===== config.mk =====
export PLATFORM = sky130hd
export DESIGN_NAME = one_shot_timer_slot_table
export DESIGN_NICKNAME = d
export VERILOG_FILES = /design/src/design/ots_pkg.sv /design/src/design/ots_div.sv /design/src/design/ots_dp.sv /design/src/design/ots_useq.sv /design/src/design/one_shot_timer_slot_table.sv
export SDC_FILE = /design/constraint.sdc
export NUM_CORES = 2
export LEC_CHECK = 0
export BUFFER_PORTS_ARGS = -buffer_cell sky130_fd_sc_hd__buf_2
export CAP_MARGIN = 20
export CORE_MARGIN = 2
export CORE_UTILIZATION = 65
export CTS_CLUSTER_SIZE = 25
export DETAILED_ROUTE_END_ITERATION = 10
export HOLD_SLACK_MARGIN = 0.02
export PLACE_DENSITY_LB_ADDON = 0.25
export SLEW_MARGIN = 40
export SYNTH_ARGS = -nofsm -noshare
export SYNTH_HDL_FRONTEND = slang
export SYNTH_SLANG_ARGS = --single-unit

===== constraint.sdc =====
create_clock -name clk -period 11.28 [get_ports clk]
set_clock_uncertainty 0.1 [all_clocks]
set_input_delay 0.564 -clock clk [delete_from_list [all_inputs] [get_ports clk]]
set_output_delay 0.564 -clock clk [all_outputs]
set_load 0.03 [all_outputs]

===== src/design/ots_pkg.sv =====
// shared types, constants and control store for the one-shot timer slot table
package ots_pkg;

  localparam int NUM_SLOTS = 20;
  localparam int SLOT_W    = 5;
  localparam int TPS_W     = 24;
  localparam int TIME_W    = 32;
  localparam int DIV_CNT_W = 5;

  localparam logic [TPS_W-1:0]     TPS_RESET     = 24'd1000000;
  localparam logic [DIV_CNT_W-1:0] DIV_LAST_STEP = DIV_CNT_W'(TPS_W - 1);
  localparam logic [SLOT_W-1:0]    LAST_SLOT     = SLOT_W'(NUM_SLOTS - 1);

  localparam logic [1:0] KIND_ATTACH  = 2'd0;
  localparam logic [1:0] KIND_EXPIRED = 2'd1;
  localparam logic [1:0] KIND_NONE    = 2'd2;

  localparam logic [1:0] ST_OK        = 2'd0;
  localparam logic [1:0] ST_FULL      = 2'd1;
  localparam logic [1:0] ST_ZERO_RATE = 2'd2;

  localparam logic OP_ATTACH = 1'b0;
  localparam logic OP_POLL   = 1'b1;

  typedef struct packed {
    logic              op;
    logic [TPS_W-1:0]  rate_hz;
    logic [TIME_W-1:0] now_time;
  } in_item_t;

  typedef struct packed {
    logic [1:0]        kind;
    logic [SLOT_W-1:0] slot;
    logic [1:0]        status;
    logic              last;
  } out_item_t;

  typedef struct packed {
    logic [TPS_W-1:0]  interval;
    logic [TIME_W-1:0] start_time;
  } slot_entry_t;

  typedef enum logic [3:0] {
    U_IDLE,
    U_DISPATCH,
    U_A_CHK,
    U_A_DIV,
    U_A_WR,
    U_A_OUT,
    U_P_RD,
    U_P_CMP,
    U_P_EMIT
  } upc_t;

  typedef enum logic [2:0] {
    C_ALWAYS,
    C_IN_VALID,
    C_OP_POLL,
    C_ATT_ERR,
    C_DIV_LAST,
    C_OUT_FREE,
    C_SCAN_DONE,
    C_EMIT_END
  } cond_t;

  typedef enum logic [3:0] {
    ACT_NOP,
    ACT_ACCEPT,
    ACT_ATT_CHECK,
    ACT_DIV_STEP,
    ACT_ATT_WRITE,
    ACT_ATT_EMIT,
    ACT_SLOT_READ,
    ACT_SLOT_CMP,
    ACT_POLL_EMIT
  } act_t;

  typedef struct packed {
    act_t  act;
    cond_t cond;
    upc_t  jt;
    upc_t  jf;
  } uword_t;

  typedef struct packed {
    logic in_valid;
    logic op_poll;
    logic att_err;
    logic div_last;
    logic out_free;
    logic scan_done;
    logic emit_end;
  } flags_t;

  // control store: action, branch condition, target when true, target when false
  function automatic uword_t ucode(upc_t pc);
    uword_t w;
    case (pc)
      U_IDLE:     w = '{ACT_ACCEPT,    C_IN_VALID,  U_DISPATCH, U_IDLE};
      U_DISPATCH: w = '{ACT_NOP,       C_OP_POLL,   U_P_RD,     U_A_CHK};
      U_A_CHK:    w = '{ACT_ATT_CHECK, C_ATT_ERR,   U_A_OUT,    U_A_DIV};
      U_A_DIV:    w = '{ACT_DIV_STEP,  C_DIV_LAST,  U_A_WR,     U_A_DIV};
      U_A_WR:     w = '{ACT_ATT_WRITE, C_ALWAYS,    U_A_OUT,    U_A_OUT};
      U_A_OUT:    w = '{ACT_ATT_EMIT,  C_OUT_FREE,  U_IDLE,     U_A_OUT};
      U_P_RD:     w = '{ACT_SLOT_READ, C_ALWAYS,    U_P_CMP,    U_P_CMP};
      U_P_CMP:    w = '{ACT_SLOT_CMP,  C_SCAN_DONE, U_P_EMIT,   U_P_RD};
      U_P_EMIT:   w = '{ACT_POLL_EMIT, C_EMIT_END,  U_IDLE,     U_P_EMIT};
      default:    w = '{ACT_NOP,       C_ALWAYS,    U_IDLE,     U_IDLE};
    endcase
    return w;
  endfunction

endpackage


===== src/design/ots_div.sv =====
// serial restoring divider, one quotient bit per step
module ots_div (
  input  logic                         clk,
  input  logic                         start,
  input  logic                         step,
  input  logic [ots_pkg::TPS_W-1:0]    dividend,
  input  logic [ots_pkg::TPS_W-1:0]    divisor,
  output logic [ots_pkg::TPS_W-1:0]    quotient,
  output logic                         last_step
);

  logic [ots_pkg::TPS_W:0]         rem_r, rem_nxt, rem_sh;
  logic [ots_pkg::TPS_W-1:0]       quo_r, quo_nxt;
  logic [ots_pkg::DIV_CNT_W-1:0]   cnt_r, cnt_nxt;
  logic                            ge;

  always_comb begin
    rem_sh  = {rem_r[ots_pkg::TPS_W-1:0], quo_r[ots_pkg::TPS_W-1]};
    ge      = rem_sh >= {1'b0, divisor};
    rem_nxt = rem_r;
    quo_nxt = quo_r;
    cnt_nxt = cnt_r;
    if (start) begin
      rem_nxt = '0;
      quo_nxt = dividend;
      cnt_nxt = '0;
    end else if (step) begin
      rem_nxt = ge ? (rem_sh - {1'b0, divisor}) : rem_sh;
      quo_nxt = {quo_r[ots_pkg::TPS_W-2:0], ge};
      cnt_nxt = cnt_r + 1'b1;
    end
  end

  always_ff @(posedge clk) begin
    rem_r <= rem_nxt;
    quo_r <= quo_nxt;
    cnt_r <= cnt_nxt;
  end

  assign quotient  = quo_r;
  assign last_step = cnt_r == ots_pkg::DIV_LAST_STEP;

endmodule


===== src/design/ots_dp.sv =====
// datapath: slot memory, active bits, expiry mask, divider and result register
module ots_dp (
  input  logic                        clk,
  input  logic                        rst_n,
  input  ots_pkg::act_t               act,
  input  logic                        in_valid,
  input  ots_pkg::in_item_t           in_data,
  input  logic                        out_ready,
  output logic                        out_valid,
  output ots_pkg::out_item_t          out_data,
  input  logic                        cfg_we,
  input  logic [ots_pkg::TPS_W-1:0]   cfg_wdata,
  output ots_pkg::flags_t             flags
);

  ots_pkg::slot_entry_t mem [ots_pkg::NUM_SLOTS];
  ots_pkg::slot_entry_t rd_r;

  logic [ots_pkg::TPS_W-1:0]     tps_r;
  ots_pkg::in_item_t             item_r;
  logic [ots_pkg::NUM_SLOTS-1:0] active_r;
  logic [ots_pkg::NUM_SLOTS-1:0] mask_r;
  logic [ots_pkg::SLOT_W-1:0]    idx_r;
  logic [ots_pkg::SLOT_W-1:0]    free_r;
  logic [1:0]                    status_r;
  logic                          out_valid_r;
  ots_pkg::out_item_t            out_r;

  logic [ots_pkg::SLOT_W-1:0]    free_idx, low_idx;
  logic                          full, att_err, out_free, expire;
  logic [1:0]                    att_status;
  logic [ots_pkg::NUM_SLOTS-1:0] rest;
  logic [ots_pkg::TIME_W-1:0]    elapsed;
  logic [ots_pkg::TPS_W-1:0]     quotient;
  logic                          div_last;
  logic                          accept;
  logic                          load_out;

  ots_div u_div (
    .clk       (clk),
    .start     (act == ots_pkg::ACT_ATT_CHECK),
    .step      (act == ots_pkg::ACT_DIV_STEP),
    .dividend  (tps_r),
    .divisor   (item_r.rate_hz),
    .quotient  (quotient),
    .last_step (div_last)
  );

  // lowest free slot and lowest pending expiry
  always_comb begin
    free_idx = '0;
    low_idx  = '0;
    for (int i = ots_pkg::NUM_SLOTS - 1; i >= 0; i--) begin
      if (!active_r[i]) free_idx = ots_pkg::SLOT_W'(i);
      if (mask_r[i])    low_idx  = ots_pkg::SLOT_W'(i);
    end
  end

  always_comb begin
    full       = &active_r;
    att_status = full                   ? ots_pkg::ST_FULL :
                 (item_r.rate_hz == '0) ? ots_pkg::ST_ZERO_RATE : ots_pkg::ST_OK;
    att_err    = att_status != ots_pkg::ST_OK;
    out_free   = !out_valid_r || out_ready;
    rest       = mask_r & ~(ots_pkg::NUM_SLOTS'(1) << low_idx);
    elapsed    = item_r.now_time - rd_r.start_time;
    expire     = active_r[idx_r] && (elapsed > {8'b0, rd_r.interval});
    accept     = in_valid && (act == ots_pkg::ACT_ACCEPT);
    load_out   = out_free && ((act == ots_pkg::ACT_ATT_EMIT) ||
                              (act == ots_pkg::ACT_POLL_EMIT));
  end

  always_comb begin
    flags.in_valid  = in_valid;
    flags.op_poll   = item_r.op == ots_pkg::OP_POLL;
    flags.att_err   = att_err;
    flags.div_last  = div_last;
    flags.out_free  = out_free;
    flags.scan_done = idx_r == ots_pkg::LAST_SLOT;
    flags.emit_end  = out_free && ((mask_r == '0) || (rest == '0));
  end

  // slot memory
  always_ff @(posedge clk) begin
    if (act == ots_pkg::ACT_ATT_WRITE) begin
      mem[free_r] <= '{interval: quotient, start_time: item_r.now_time};
    end
    if (act == ots_pkg::ACT_SLOT_READ) begin
      rd_r <= mem[idx_r];
    end
  end

  always_ff @(posedge clk) begin
    if (accept) item_r <= in_data;
    if (act == ots_pkg::ACT_ATT_CHECK) begin
      free_r   <= free_idx;
      status_r <= att_status;
    end
  end

  always_ff @(posedge clk) begin
    if (!rst_n) begin
      tps_r       <= ots_pkg::TPS_RESET;
      active_r    <= '0;
      mask_r      <= '0;
      idx_r       <= '0;
      out_valid_r <= 1'b0;
    end else begin
      if (cfg_we) tps_r <= cfg_wdata;
      out_valid_r <= load_out || (out_valid_r && !out_ready);
      case (act)
        ots_pkg::ACT_ACCEPT: begin
          idx_r  <= '0;
          mask_r <= '0;
        end
        ots_pkg::ACT_ATT_WRITE: begin
          active_r[free_r] <= 1'b1;
        end
        ots_pkg::ACT_ATT_EMIT: begin
          if (out_free) begin
            out_r.kind   <= ots_pkg::KIND_ATTACH;
            out_r.slot   <= (status_r == ots_pkg::ST_OK) ? free_r : '0;
            out_r.status <= status_r;
            out_r.last   <= 1'b1;
          end
        end
        ots_pkg::ACT_SLOT_CMP: begin
          if (expire) begin
            mask_r[idx_r]   <= 1'b1;
            active_r[idx_r] <= 1'b0;
          end
          if (idx_r != ots_pkg::LAST_SLOT) idx_r <= idx_r + 1'b1;
        end
        ots_pkg::ACT_POLL_EMIT: begin
          if (out_free) begin
            out_r.status <= ots_pkg::ST_OK;
            out_r.last   <= (mask_r == '0) || (rest == '0);
            if (mask_r == '0) begin
              out_r.kind <= ots_pkg::KIND_NONE;
              out_r.slot <= '0;
            end else begin
              out_r.kind <= ots_pkg::KIND_EXPIRED;
              out_r.slot <= low_idx;
              mask_r     <= rest;
            end
          end
        end
        default: begin
        end
      endcase
    end
  end

  assign out_valid = out_valid_r;
  assign out_data  = out_r;

endmodule


===== src/design/ots_useq.sv =====
// micro-sequencer: step counter, control store lookup and conditional branch
module ots_useq (
  input  logic             clk,
  input  logic             rst_n,
  input  ots_pkg::flags_t  flags,
  output ots_pkg::act_t    act
);

  ots_pkg::upc_t   upc_r, upc_nxt;
  ots_pkg::uword_t uw;
  logic            take;

  always_ff @(posedge clk) begin
    if (!rst_n) begin
      upc_r <= ots_pkg::U_IDLE;
    end else begin
      upc_r <= upc_nxt;
    end
  end

  always_comb begin
    uw = ots_pkg::ucode(upc_r);
    case (uw.cond)
      ots_pkg::C_ALWAYS:    take = 1'b1;
      ots_pkg::C_IN_VALID:  take = flags.in_valid;
      ots_pkg::C_OP_POLL:   take = flags.op_poll;
      ots_pkg::C_ATT_ERR:   take = flags.att_err;
      ots_pkg::C_DIV_LAST:  take = flags.div_last;
      ots_pkg::C_OUT_FREE:  take = flags.out_free;
      ots_pkg::C_SCAN_DONE: take = flags.scan_done;
      ots_pkg::C_EMIT_END:  take = flags.emit_end;
      default:              take = 1'b1;
    endcase
    upc_nxt = take ? uw.jt : uw.jf;
    act     = uw.act;
  end

endmodule


===== src/design/one_shot_timer_slot_table.sv =====
// top level of the one-shot timer slot table
// Usage:
//   in_valid/in_ready/in_data carries one request beat: op 0 attaches a timer at
//   rate_hz with start time now_time, op 1 polls at time now_time.
//   out_valid/out_ready/out_data returns result beats; the final beat of a
//   request has last set. cfg_we/cfg_wdata write ticks_per_second at any edge
//   while no request is in flight.
// Timing: one request at a time. An attach result waits for the check, the
//   24-step serial divider and the slot write; error replies skip the divider.
//   A poll reads the 20 slots through the single memory read port, a read and
//   a compare step each; its first result follows the scan, then one beat per
//   cycle unless out_ready stalls. in_ready rises the cycle after the final load.
// Reset: rst_n low for one edge frees every slot, restores ticks_per_second to
//   1000000 and drops out_valid; slot memory contents are not cleared.
// Stall: while out_ready is low the result register holds its beat and the
//   sequencer waits at the emit step; a new request may still be accepted
//   while the last result of the previous one waits.
module one_shot_timer_slot_table (
  input  logic                        clk,
  input  logic                        rst_n,
  input  logic                        in_valid,
  output logic                        in_ready,
  input  ots_pkg::in_item_t           in_data,
  output logic                        out_valid,
  input  logic                        out_ready,
  output ots_pkg::out_item_t          out_data,
  input  logic                        cfg_we,
  input  logic [ots_pkg::TPS_W-1:0]   cfg_wdata
);

  ots_pkg::act_t   act;
  ots_pkg::flags_t flags;

  ots_useq u_useq (
    .clk   (clk),
    .rst_n (rst_n),
    .flags (flags),
    .act   (act)
  );

  ots_dp u_dp (
    .clk       (clk),
    .rst_n     (rst_n),
    .act       (act),
    .in_valid  (in_valid),
    .in_data   (in_data),
    .out_ready (out_ready),
    .out_valid (out_valid),
    .out_data  (out_data),
    .cfg_we    (cfg_we),
    .cfg_wdata (cfg_wdata),
    .flags     (flags)
  );

  assign in_ready = act == ots_pkg::ACT_ACCEPT;

`ifndef SYNTHESIS
  a_one_at_a_time: assert property (@(posedge clk) disable iff (!rst_n)
    (in_valid && in_ready) |=> !in_ready)
    else $error("request accepted while another is in flight");

  a_attach_last: assert property (@(posedge clk) disable iff (!rst_n)
    (out_valid && out_data.kind == ots_pkg::KIND_ATTACH) |-> out_data.last)
    else $error("attach reply without last");

  a_poll_status: assert property (@(posedge clk) disable iff (!rst_n)
    (out_valid && out_data.kind != ots_pkg::KIND_ATTACH) |-> out_data.status == ots_pkg::ST_OK)
    else $error("poll result with nonzero status");

  a_slot_range: assert property (@(posedge clk) disable iff (!rst_n)
    out_valid |-> out_data.slot <= ots_pkg::LAST_SLOT)
    else $error("slot number out of range");
`endif

endmodule


# [After elaboration in Yosys (flattened, before gate mapping)]
# Memory sizes are Yosys's and may differ from the RTL's. A register that Yosys moved wholly into a read port is not among the register bits.
# Cells that the tools add are included.
[totals] word_cells=164 romBits=240 regBits=197 output_inout_bits=12 in_bits=86 ram_bits=1120 mem_count=2
[classes] eq_ne=23 addsub=4 n_reduce_logical=33 muxes=68 shift=1 magnitude_cmp=6 bitwise_logic=6
[mem_list] memory="u_dp.mem" depth=20 word_bits=56 rd=1 rd_clocked_by_memory_dff=1 wr=1 line="ots_dp.sv:16" source="ots_pkg::slot_entry_t mem [ots_pkg::NUM_SLOTS];"
[mem_list] memory="(no name shown)" depth=16 word_bits=15 rd=1 rd_clocked_by_memory_dff=1 wr=0 line="ots_pkg.sv:98" source="case (pc)"
[op_table] cell="5-bit 2-to-1 mux" count=26
[op_table] cell="20-bit 2-to-1 mux" count=4
[op_table] cell="24-bit 2-to-1 mux" count=3
[op_table] cell="20-bit one-hot mux with 3 select lines" count=1
[op_table] cell="20-bit AND" count=2
[op_table] cell="20-bit zero test" count=2
[op_table] cell="4-bit 2-to-1 mux" count=10
[op_table] cell="20-bit NOT" count=2
[op_table] cell="20-bit bitwise OR" count=2
[op_table] cell="20-bit one-hot mux with 2 select lines" count=1
[op_table] cell="32-bit by 24-bit greater-than comparator with 1-bit output" count=1
[op_table] cell="32-bit subtractor" count=1
[op_table] cell="25-bit by 24-bit greater-or-equal comparator with 1-bit output" count=1
[op_table] cell="24-bit zero test" count=1
[op_table] cell="24-bit subtractor" count=1
[op_table] cell="10-bit 2-to-1 mux" count=2
[op_table] cell="10-bit one-hot mux with 2 select lines" count=1
[op_table] cell="20-bit AND reduction" count=1
[op_table] cell="1-bit by 5-bit left shift with 20-bit output, first input constant" count=1
[op_table] cell="4-bit by 3-bit == test with 1-bit output, second input constant" count=4
[op_table] cell="16-bit AND reduction" count=1
[op_table] cell="3-bit == test, second input constant" count=4
[op_table] cell="5-bit by 6-bit < comparator with 1-bit output, second input constant" count=2
[op_table] cell="3-bit 2-to-1 mux" count=4
[op_table] cell="other kinds (28)" count=63

# [Longest topological paths before layout]
[logic_depth] depth_word=29 mapped_depth=24 ltp_nobuf=24

# [Modules after synthesis]
# From an unflattened synthesis, not the netlist that was laid out.
[unflattened] hier_cells=3375 area_unflattened_um2=57372.5
[modules_own_cells] module="ots_dp" cells_per_inst=2874 area_each_um2=52825.7 seq_area_each_um2=38937.3 instances=1
[modules_own_cells] module="ots_div" cells_per_inst=409 area_each_um2=3729.8 seq_area_each_um2=1301.2 instances=1
[modules_own_cells] module="ots_useq" cells_per_inst=91 area_each_um2=802.0 seq_area_each_um2=260.2 instances=1
[modules_own_cells] module="one_shot_timer_slot_table" cells_per_inst=1 area_each_um2=15.0 seq_area_each_um2=0.0 instances=1

# [Worst setup path before layout]
# Ideal clock, no wire load.
[synth_timing] path_type="reg-to-reg" startpoint="reg u_dp.item_r[0] in the netlist's numbering" endpoint="reg u_dp.mask_r[7] in the netlist's numbering" setup_time_ns=0.119 arrival_ns=4.877 n_path_buf=0 period_less_slack_ns=5.095 slack_ns=6.185 required_time_ns=11.061 stages_incl_launch_ff=25 path_cell_list="edfxtp_1 > inv_1 > ha_1 > inv_1 > fa_1 > a211oi_1 > o21ai_0 > a21oi_1 > a211oi_1 > nor3_1 > nor2_1 > a21o_1 > a21oi_1 > xnor2_1 > ha_1 > nand3_1 > a21oi_1 > a211o_1 > nor3_1 > o221ai_1 > nor4b_1 > a41oi_1 > nand2_1 > nor2_1 > o221a_2"
[synth_via] elab_chain_len=5
[synth_rtl] item="from (decl)" line="ots_dp.sv:20" source="ots_pkg::in_item_t item_r;"
[synth_rtl] item="from (signal assigned)" line="ots_dp.sv:94" source="if (accept) item_r <= in_data;"
[synth_rtl] item="32-bit subtractor" line="ots_dp.sv:66" source="elapsed = item_r.now_time - rd_r.start_time;"
[synth_rtl] item="32-bit by 24-bit greater-than comparator with 1-bit output" line="ots_dp.sv:67" source="expire = active_r[idx_r] && (elapsed > {8'b0, rd_r.interval});"
[synth_rtl] item="1-bit logical AND" line="ots_dp.sv:67"
[synth_rtl] item="2-bit by 1-bit != test with 1-bit output (no source line)"
[synth_rtl] item="4-bit AND reduction (no source line)"
[synth_rtl] item="to (signal assigned)" line="ots_dp.sv:144" source="mask_r <= rest;"
[synth_rtl] item="to (decl)" line="ots_dp.sv:22" source="logic [ots_pkg::NUM_SLOTS-1:0] mask_r;"
# Every way passes these cells.
# A chain may end at the register's enable or synchronous reset.

# [Final worst setup path]
[layout_timing] startpoint="reg u_dp.item_r[6] in the netlist's numbering" endpoint="reg u_dp.mask_r[16] in the netlist's numbering"
# The elaborated chain is that of the path after synthesis.

==> flow_summary_export.csv <==
group,metric,value,unit
critical_path,crit_family,"compound AO/OA/AOI/OAI gates",
detailed_routing,vias,31800,
final_layout,instances_no_fill,4703,
floorplan,dieHeight,300,um
critical_path,crit_chain,"ha_1 -> a211o_1 -> or2_2 -> o221a_2 -> a31oi_1 -> nor2_1 -> nor2_1 -> o21bai_1 -> xor2_1 -> ha_1 -> a21o_1 -> a21o_1 -> a211o_1 -> nor3_1 -> o221ai_1 -> nor4b_1 -> a41oi_1 -> buf_4 -> nand2_1 -> nor2_1 -> o211a_1",
synthesis,seq_area_frac_synth,71.3,%
timing,holdWs,0.101,ns
run,maxCapViolCount,0,
grt,antenna_found_initial,1,
timing,final_hold_viol_count,0,
cts,cts-resized-gates,0,
synthesis,synthCells,3209,
timing,finalMaxSlewViolations,0,
final_layout,drive_gt1_share,23.1,%
grt,grt_max_degree,141,
critical_path,critPathLaunchType,"register",
floorplan,rows,108,
final_layout,nNetsFinal,3617,
min_path,hp-start,"out_ready",
synthesis,yosysWarningCount,0,
final_layout,final_cell_area,64400,um2
cts,clock-sinks,1386,
min_path,worstHoldPathType,"input pin to register",
floorplan,die_width,300,um
timing,setup_violations,0,
status,status,"finished clean",
timing,fin_crit_sh,54.1,%
synthesis,ys_ff_latch,1386,
placement,place_inst,4374,
timing,period_minus_slack,6.11,ns
cts,root_buffer,"clkbuf_16",
critical_path,slowest_stage,"edfxtp_1",
grt,grt_overflow,0,
pwr,ir_drop,0.000167,V
critical_path,critPathBufInv,1,
floorplan,io_pins,98,
cts,clk_pin_slew,0.06,ns
cts,cts.htree.levels,4,
floorplan,start_util,65.5,%
final_layout,postLayoutCoreUtil,74.3,%
timing,tightest_slew,0.891,ns
synthesis,ys_async_sr_fraction,0,%
detailed_routing,wl_per_cell,29.8,um
placement,dp_hpwl,73.9,mm
detailed_routing,routed_wl,140,mm
timing,fin_setup_tns,0,ns
grt,grt_util_all_layers,31.7,%
critical_path,crit_top_cell,"nor2_1",
critical_path,crit_required,11.82,ns
critical_path,path_class,"register to register",
placement,io_buffers,97,
detailed_routing,viasPerCell,6.76,
floorplan,dieArea,89700,um2
detailed_routing,drc_errors,0,
cts,cts_tree,"done",
critical_path,r2r-start,"u_dp.item_r[6]",
floorplan,coreArea,86600,um2
cts,clock_latency,0.75,ns
synthesis,syn_area_per_cell,17.7,um2
placement,gp_congestion,0.886,
synthesis,synth_ff_type,"edfxtp_1",
cts,clk_path_buf_depth,3,
timing,rsz0062_at_grt,"no",
critical_path,worstSetupEndpointType,"register",
synthesis,synth_cell_type_count,79,
grt,grt_pass1_wl,208,mm
synthesis,syn_area,56800,um2
detailed_routing,initialDrtViolationCount,4215,
timing,fmax,164,MHz
timing,relSlewSlack,40.6,%
pwr,p_per_area,195,nW/um2
pwr,power_leakage,21.3,nW
critical_path,path_max_fanout,21,
synthesis,synth_edf_count,1274,
final_layout,fillers,4747,
critical_path,cp-startpoint,"u_dp.item_r[6]",
synthesis,syn_nets,3385,
critical_path,cp_data_arrival_time,6.64,ns
placement,place_area,58900,um2
final_layout,diodes,0,
critical_path,critPathMaxStageDelay,0.78,ns
detailed_routing,ant_nets,0,
grt,grt_pass1_vias,32900,
detailed_routing,firstDrtPassIters,8,
final_layout,synthToLayoutAreaGrowth,13.4,%
cts,cts-buffers-inserted,136,
report_power, final:
part / leakage, nW / internal [mW] / total, mW / switching [mW]
Clock: 2.18 / 2.63 / 4.60 / 1.97
Sequential: 12.4 / 6.05 / 6.42 / 0.371
Combinational: 6.74 / 0.637 / 1.52 / 0.884
Total: 21.3 / 9.32 / 12.5 / 3.22
cells in the mapped netlist, types with 17 or more instances:
master	number	area share [%]
o21ai_0	108	0.95
a21o_1	26	0.34
dfxtp_1	112	3.9
nor3_1	27	0.24
nand2_1	230	1.5
nand4_1	21	0.23
inv_1	113	0.75
nor2_1	125	0.83
edfxtp_1	1274	67
o21a_1	17	0.22
a22oi_1	51	0.67
nand3_1	32	0.28
mux2i_1	60	1.1
xnor2_1	33	0.51
nor2b_1	40	0.44
mux4_2	282	11
mux2_2	127	2.5
ha_1	88	1.9
clkbuf_1	98	0.65
a21oi_1	62	0.55
buf_1	36	0.24
placed cells by master (no fill, tap or decap), types with 12 or more instances in the layout:
master         instances
edfxtp_1            1274
mux4_2               282
nand2_1              229
clkbuf_16            136
mux2_2               127
inv_1                111
o21ai_0              108
dfxtp_1              108
nor2_1               103
buf_2                 97
ha_1                  88
dlygate4sd3_1         81
a21oi_1               61
mux2i_1               60
a22oi_1               51
nor2b_1               39
xnor2_1               33
nand3_1               32
clkbuf_1              29
nor3_1                27
a21o_1                26
buf_4                 25
clkinv_1              24
nand4_1               21
clkinv_2              21
nor2_4                20
o21a_1                17
bufinv_16             16
buf_6                 14
nor4_1                12
a211oi_1              12
xor2_1                12
layout make-up:
class	count	area [um2]	share of cell area [%]
clock buffer	166	3530	5.48
clock inverter	79	1020	1.58
inverter	114	430	0.669
multi-input combinational	1572	15500	24.1
sequential	1386	40500	63.0
tap	1155	1450	2.25
timing repair buffer	231	1920	2.99
final timing paths:
path,end,slack [ns],depth (start not counted)
setup / recovery,u_dp.mask_r[16],5.17,21
hold / removal,u_dp.out_valid,0.10,3
setup reg to reg,u_dp.mask_r[16],5.17,21
hold reg to reg,u_dp.u_div.cnt_r[1],0.36,2
tightest hold or removal path: cells and delay by family:
| kind | cells | cell delay [ns] |
|---|---|---|
| compound gates | 1 | 0.18 |
| simple gates | 1 | 0.07 |
| buf+inv | 1 | 0.08 |
routing by layer:
| metal | global-route usage, % | vias to the layer above | wire, um |
|---|---|---|---|
| met3 | 4.70 | 313 | 11700 |
| met5 | 0 | - | 0 |
| li1 | - | 13300 | - |
| met2 | 53.6 | 1894 | 71100 |
| met1 | 42.4 | 16300 | 52300 |
| met4 | 12.0 | 0 | 4940 |
kinds of logic after synthesis:
logic type | Yosys count | share of synthesized area, %
compound gates | 408 | 4.88
xor+xnor | 45 | 0.694
fa+ha+maj | 90 | 2.01
buf+inv | 251 | 1.68
flops | 1386 | 71.3
mux | 470 | 14.8
simple gates | 559 | 4.62
repair_timing:
action / CTS / global route
hold buffers: 81 / 0
buffers inserted: 0 / 0
endpoints found under the hold margin: 81 / 0
registers in the layout (all words and copies together), names as in the netlist:
name	cells
u_dp.out_data	10
u_dp.flags	1
u_dp.rd_r	56
u_dp.mem	1120
u_dp.active_r	20
u_dp.tps_r	24
u_dp.u_div.quotient	24
u_dp.u_div.rem_r	24
u_dp.free_r	5
u_dp.u_div.cnt_r	5
u_dp.status_r	2
u_useq.uw	13
u_dp.idx_r	5
u_dp.mask_r	20
u_dp.item_r	56
u_dp.out_valid	1
per-stage QoR:
step                total power [mW]  setup WS, ns
global placement                7.89          5.48
global route                    13.0          4.82
detailed placement              7.98          5.31
floorplan                       7.48          6.18
finish                          12.5          5.17
CTS                             12.6          5.22
Note: power is estimated with default switching activity, not from simulation.
